`src/rtl/fbct_ram.sv`:
```
module fbct_ram #(
  parameter int WIDTH = 8,
  parameter int DEPTH = 64
) (
  input  logic                     clk,
  input  logic                     we,
  input  logic [$clog2(DEPTH)-1:0] waddr,
  input  logic [WIDTH-1:0]         wdata,
  input  logic [$clog2(DEPTH)-1:0] raddr,
  output logic [WIDTH-1:0]         rdata
);

  logic [WIDTH-1:0] mem [DEPTH];

  // single write port, registered read
  always_ff @(posedge clk) begin
    if (we) begin
      mem[waddr] <= wdata;
    end
    rdata <= mem[raddr];
  end

endmodule

```
`config.mk`:
```
export PLATFORM = sky130hd
export DESIGN_NAME = fbct_ram
export DESIGN_NICKNAME = d
export VERILOG_FILES = /design/src/rtl/fbct_ram.sv
export SDC_FILE = /design/constraint.sdc
export NUM_CORES = 1
export LEC_CHECK = 0
export BUFFER_PORTS_ARGS = -buffer_cell sky130_fd_sc_hd__buf_2
export CORE_ASPECT_RATIO = 0.9
export CORE_MARGIN = 1
export CORE_UTILIZATION = 30
export CTS_CLUSTER_DIAMETER = 100
export DETAILED_ROUTE_END_ITERATION = 8
export PLACE_DENSITY = 0.43
export SLEW_MARGIN = 10
export SYNTH_ARGS = -nofsm -noshare
export SYNTH_HDL_FRONTEND = slang
export SYNTH_SLANG_ARGS = --single-unit
```
`constraint.sdc`:
```
create_clock -name clk -period 2.76 [get_ports clk]
set_clock_uncertainty 0.1 [all_clocks]
set_input_delay 0.414 -clock clk [delete_from_list [all_inputs] [get_ports clk]]
set_output_delay 0.414 -clock clk [all_outputs]
set_load 0.02 [all_outputs]
```
==> flow_summary.json, run 1 <==
{
  "status": "finished clean",
  "worst_pin_slew_ns": 0.8308,
  "cts.path.max_buffers": 3,
  "power_density_mw_per_mm2": 707.6,
  "start_util": 0.3054,
  "p_leak_nw": 7.669,
  "synth.distinct_cells": 40,
  "post-cts-setup-buffers": 0,
  "swShare": 0.2129,
  "synth_ff_type": "edfxtp_1",
  "post_dp_cell_area_mm2": 0.02224,
  "dr_wl_met3_mm": 2.719,
  "portBuffers": 29,
  "fin_ws_ns": 0.5527,
  "crit_path_end_kind": "register",
  "vdd_ir_drop_max_mv": 0.4600,
  "fmax_mhz": 453.0,
  "final_area_mm2": 0.02401,
  "required_ns": 3.13,
  "synth_cells": 940,
  "remaining_drc_errors": 0,
  "async_flop_share": 0,
  "via_count": 9916,
  "dr_wl_met2_mm": 22.50,
  "grt_pass1_vias": 10200,
  "synth_top_area_frac": 0.7624,
  "clkPwrFrac": 0.429,
  "synth_nets": 962,
  "track_usage": 0.1548,
  "period_needed_ns": 2.207,
  "setup_viol_count_final": 0,
  "final-hold-violation-count": 0,
  "final_cell_mix": "edfxtp_1, mux4_2, buf_4",
  "grt_max_degree": 65,
  "layout_commonest_cell": "edfxtp_1",
  "dp_hpwl_mm": 33.31,
  "cts_root_buf": "clkbuf_16",
  "drt_iter0_markers": 897,
  "finalMaxSlewViolations": 0,
  "postCtsHoldBufs": 0,
  "grt_pass1_wl_mm": 74.82,
  "core_area_mm2": 0.06603,
  "arrival_ns": 2.58,
  "dieHeight_um": 248.0,
  "crit_type": "register to register",
  "totalWireLength_mm": 51.52,
  "p_int_mw": 13.37,
  "viasPerCell": 4.921,
  "fillers": 6074,
  "maxCapViolations": 0,
  "rsz0062_at_grt": "false",
  "cts_tree": "done",
  "finalPower_mw": 16.99,
  "drive_above_1_share": 0.3270,
  "wl_per_cell_um": 25.57,
  "fin_util": 0.3636,
  "path_max_fanout": 1,
  "ant_nets": 0,
  "htreeDepth": 2,
  "synth-seq-cells": 520,
  "antenna_found_initial": 2,
  "syn_area_mm2": 0.02017,
  "io_pins": 30,
  "dpl_worst_slack_ns": -0.07152,
  "cts.repair.resized": 0,
  "holdWs_ns": 0.09247,
  "wl_met1_mm": 25.50,
  "dr.pass1.iters": 5,
  "power_switching_mw": 3.618,
  "gp_congestion": 0.7931,
  "rows": 89,
  "synthToLayoutAreaGrowth_pct": 19.06,
  "synth_edf_count": 512,
  "yosysWarnings": 0,
  "start_kind": "register",
  "fin_nets": 1127,
  "power_frac_seq": 0.516,
  "ys_seq_area_frac": 0.7703,
  "overflow": 0,
  "die_area_mm2": 0.06827,
  "clk_latency_ns": 0.61,
  "path_clk_slew_ns": 0.06,
  "die_x_um": 275.3,
  "yosysTopAreaCell": "edfxtp_1",
  "power_frac_comb": 0.054,
  "cts_made_buffers": 55,
  "synth.area.top_cells": "edfxtp_1, mux4_2, nor2_1",
  "hp-class": "input port to register",
  "top_layer_used": "met4",
  "fin_crit_sh": 0.7997,
  "relSlewSlack": 0.4461,
  "cts_sinks": 520,
  "avgSynthCellArea_um2": 21.45
}
## power groups by stage
stage | Sequential (mW) | Clock (mW) | Combinational, mW
floorplan | 8.94 | 0 | 0.466
global placement | 8.94 | 0 | 0.943
detailed placement | 8.94 | 0 | 0.949
CTS | 8.77 | 7.51 | 0.951
global route | 8.77 | 7.80 | 0.996
finish | 8.77 | 7.29 | 0.926
## cell usage after synthesis, types with 2 or more instances
library cell	number
a2111oi_0	2
a211oi_1	4
a21oi_1	3
a221oi_1	6
a22oi_1	3
buf_1	4
buf_12	2
buf_2	11
buf_4	13
buf_6	4
clkbuf_1	17
dfxtp_1	8
edfxtp_1	512
mux2_2	13
mux2i_1	23
mux4_2	126
nand2_1	19
nand2b_1	7
nand3_1	13
nand3b_1	3
nand4_1	2
nor2_1	83
nor2b_1	14
nor3_1	7
nor4_1	2
o2111ai_1	3
o21a_1	2
o21ai_0	2
o21ai_1	2
o221a_2	2
o221ai_1	8
o22ai_1	8
o2bb2ai_1	3
o32ai_1	2
o41ai_1	2
## layout make-up
type / instances / area [um2] / area share
Sequential cell: 520 / 15530 / 0.6470
Multi-Input combinational cell: 369 / 4315 / 0.1797
Clock buffer: 67 / 1443 / 0.06008
Timing Repair Buffer: 159 / 1310 / 0.05456
Tap cell: 864 / 1081 / 0.04502
Clock inverter: 35 / 324.1 / 0.01350
Antenna cell: 1 / 2.502 / 0.0001042
## registers in the layout (all words and copies together), names as in the netlist
register and cells:
rdata 8, mem 512
## worst paths after layout
kind / startpoint / to / slack [ns] / cells after the start
max: mem[15][1] / rdata[1] / 0.55 / 5
min: wdata[5] / mem[6][5] / 0.09 / 1
max reg2reg: mem[15][1] / rdata[1] / 0.55 / 5
min reg2reg: mem[0][7] / rdata[7] / 0.76 / 4
## through the flow
step / std cells / setup TNS (ns)
2_1_floorplan: 940 / 0
4_1_cts: 2014 / 0
6_report: 2015 / 0
3_5_place_dp: 1912 / -0.07152
5_1_grt: 2014 / 0
3_3_place_gp: 1912 / -0.06782
## critical path, stage by stage, from the launching register on
cell and delay (ns):
edfxtp_1 0.36, mux4_2 0.49, mux4_2 0.51, nor2_1 0.34
nor3_1 0.09, o2bb2ai_1 0.18
## cells by family (layout without fill, tap and decap cells)
group	count (synthesis)	count (layout)	share of synthesized area
other cells	0	1	0
mux	162	162	0.1594
buf+inv	51	261	0.01570
simple gates	153	153	0.03387
flops	520	520	0.7703
compound gates	54	54	0.02072
## metal layers
layer,global-route usage,vias up
met5,0,-
met2,0.2230,243
met1,0.2364,5347
li1,-,4265
met3,0.03570,61
met4,0.03250,0
Power figures use the tool's default switching activity.
==> run 2, diff against run 1 <==
==> constraint.sdc (replaced) <==
create_clock -name clk -period 2.1 [get_ports clk]
set_clock_uncertainty 0.1 [all_clocks]
set_input_delay 0.315 -clock clk [delete_from_list [all_inputs] [get_ports clk]]
set_output_delay 0.315 -clock clk [all_outputs]
set_load 0.02 [all_outputs]
==> flow_summary.json, run 2 (same netlist as run 1, synthesis figures left out) <==
{
  "status": "finished clean",
  "top_register": "mem",
  "r2r_start": "mem[15][0]",
  "relSlewSlack": 0.3065,
  "dieHeight_um": 248.0,
  "final-hold-violation-count": 0,
  "drt_iter0_markers": 788,
  "period_needed_ns": 2.057,
  "viasPerCell": 4.857,
  "p_int_mw": 17.63,
  "cts_tree": "done",
  "crit_type": "register to register",
  "cp_slowest_cell": "mux4_2",
  "largest_reg_flops": 512,
  "power_frac_seq": 0.513,
  "die_x_um": 275.3,
  "grt_max_degree": 65,
  "power_frac_comb": 0.058,
  "start_kind": "register",
  "grt_pass1_vias": 10200,
  "track_usage": 0.1557,
  "totalWireLength_mm": 51.79,
  "rows": 89,
  "required_ns": 2.50,
  "maxCapViolations": 0,
  "hold_end": "rdata[1]",
  "fin_nets": 1168,
  "vdd_ir_drop_max_mv": 0.6218,
  "cts.path.max_buffers": 3,
  "layout_commonest_cell": "edfxtp_1",
  "drive_above_1_share": 0.3568,
  "power_density_mw_per_mm2": 917.4,
  "tns_ns": 0,
  "finalMaxSlewViolations": 0,
  "cts_sinks": 520,
  "dr.pass1.iters": 5,
  "post_dp_cell_area_mm2": 0.02265,
  "rsz0062_at_grt": "false",
  "final_area_mm2": 0.02449,
  "p_leak_nw": 7.915,
  "hp-class": "input port to register",
  "cts_root_buf": "clkbuf_16",
  "clk_latency_ns": 0.62,
  "via_count": 10020,
  "gp_congestion": 0.7968,
  "wl_per_cell_um": 25.11,
  "cts_made_buffers": 56,
  "fillers": 6072,
  "multi_input_comb_area_mm2": 0.004358,
  "start_util": 0.3054,
  "ant_nets": 0,
  "path_max_fanout": 1,
  "reg2reg_slack_ns": 0.04,
  "swShare": 0.2153,
  "synthToLayoutAreaGrowth_pct": 21.44,
  "slowest_delay_ns": 0.55,
  "fin_ws_ns": 0.04341,
  "die_area_mm2": 0.06827,
  "overflow": 0,
  "dpl_worst_slack_ns": -0.6085,
  "power_switching_mw": 4.838,
  "htreeDepth": 2,
  "worst_pin_slew_ns": 1.040,
  "reg.largest.list": "mem (512), rdata (8)",
  "remaining_drc_errors": 0,
  "arrival_ns": 2.45,
  "clkPwrFrac": 0.429,
  "reg2regPathDepth": 5,
  "grt_pass1_wl_mm": 75.31,
  "seqCellArea_mm2": 0.01553,
  "dp_hpwl_mm": 34.11,
  "fin_util": 0.3709,
  "portBuffers": 29,
  "antenna_found_initial": 3,
  "post-cts-setup-buffers": 0,
  "whs_path_depth": 3,
  "fmax_mhz": 486.2,
  "postCtsHoldBufs": 0,
  "core_area_mm2": 0.06603,
  "final_cell_mix": "edfxtp_1, buf_4, mux4_2",
  "fin_crit_sh": 0.9793,
  "crit_chain": "mux4_2 -> mux4_2 -> nor2_4 -> nor3_1 -> o2bb2ai_2",
  "hold_path.startpoint": "raddr[5]",
  "path_clk_slew_ns": 0.06,
  "r2r-end": "rdata[0]",
  "crit_path_end_kind": "register",
  "setup_viol_count_final": 0,
  "io_pins": 30,
  "worst_path_most_repeated_cell": "mux4_2"
}
-- run 2: routing by layer --
metal / global-route usage / part of all wire / up-vias
li1: - / - / 4354
met1: 0.2394 / 0.49 / 5347
met2: 0.2278 / 0.44 / 256
met3: 0.02419 / 0.051 / 59
met4: 0.04079 / 0.017 / 0
met5: 0 / 0 / -
-- run 2: how the worst max path moves through the flow --
stage | from | end | slack [ns] | cells after the start
2_1_floorplan | raddr[1] | rdata[3] | 0.02 | 7
3_3_place_gp | raddr[0] | rdata[0] | -0.62 | 7
3_5_place_dp | raddr[0] | rdata[0] | -0.61 | 7
4_1_cts | mem[25][4] | rdata[4] | 0.03 | 6
5_1_grt | mem[15][0] | rdata[0] | 0.006 | 5
6_report | mem[15][0] | rdata[0] | 0.04 | 5
-- run 2: layout make-up --
| cell class | count | area share |
|---|---|---|
| sequential | 520 | 0.6343 |
| clock inverter | 36 | 0.01262 |
| tap | 864 | 0.04414 |
| antenna | 4 | 0.0004087 |
| multi-input combinational | 369 | 0.1779 |
| clock buffer | 70 | 0.06023 |
| timing repair buffer | 199 | 0.07035 |
-- run 2: what timing repair did --
item                       in CTS  in global routing
pin swaps                       0                  2
gates resized for setup         3                  5
setup endpoints to repair       2                  3
-- run 2: power groups by stage --
stage          combinational (mW)  clock, mW  sequential, mW
2_1_floorplan               0.612          0            11.7
3_3_place_gp                 1.31          0            11.8
3_5_place_dp                 1.31          0            11.8
4_1_cts                      1.32       9.88            11.5
5_1_grt                      1.39       10.2            11.5
6_report                     1.30       9.63            11.5
-- run 2: worst max-delay path, delay by kind of cell (launching register included) --
| kind | cells | cell delay, ns |
|---|---|---|
| AOI/OAI and AO/OA | 1 | 0.16 |
| DFF | 1 | 0.36 |
| muxes | 2 | 1.06 |
| and+or+nand+nor | 2 | 0.28 |
-- run 2: per-stage QoR --
step                      power (mW)  std cells  hold slack (ns)
final                          22.47       2062          0.06857
after global routing           23.17       2058          0.04922
after CTS                      22.73       2058          0.02047
after detailed placement       13.07       1952           0.6345
after global placement         13.06       1952           0.6355
after floorplan                12.36        940           0.3139
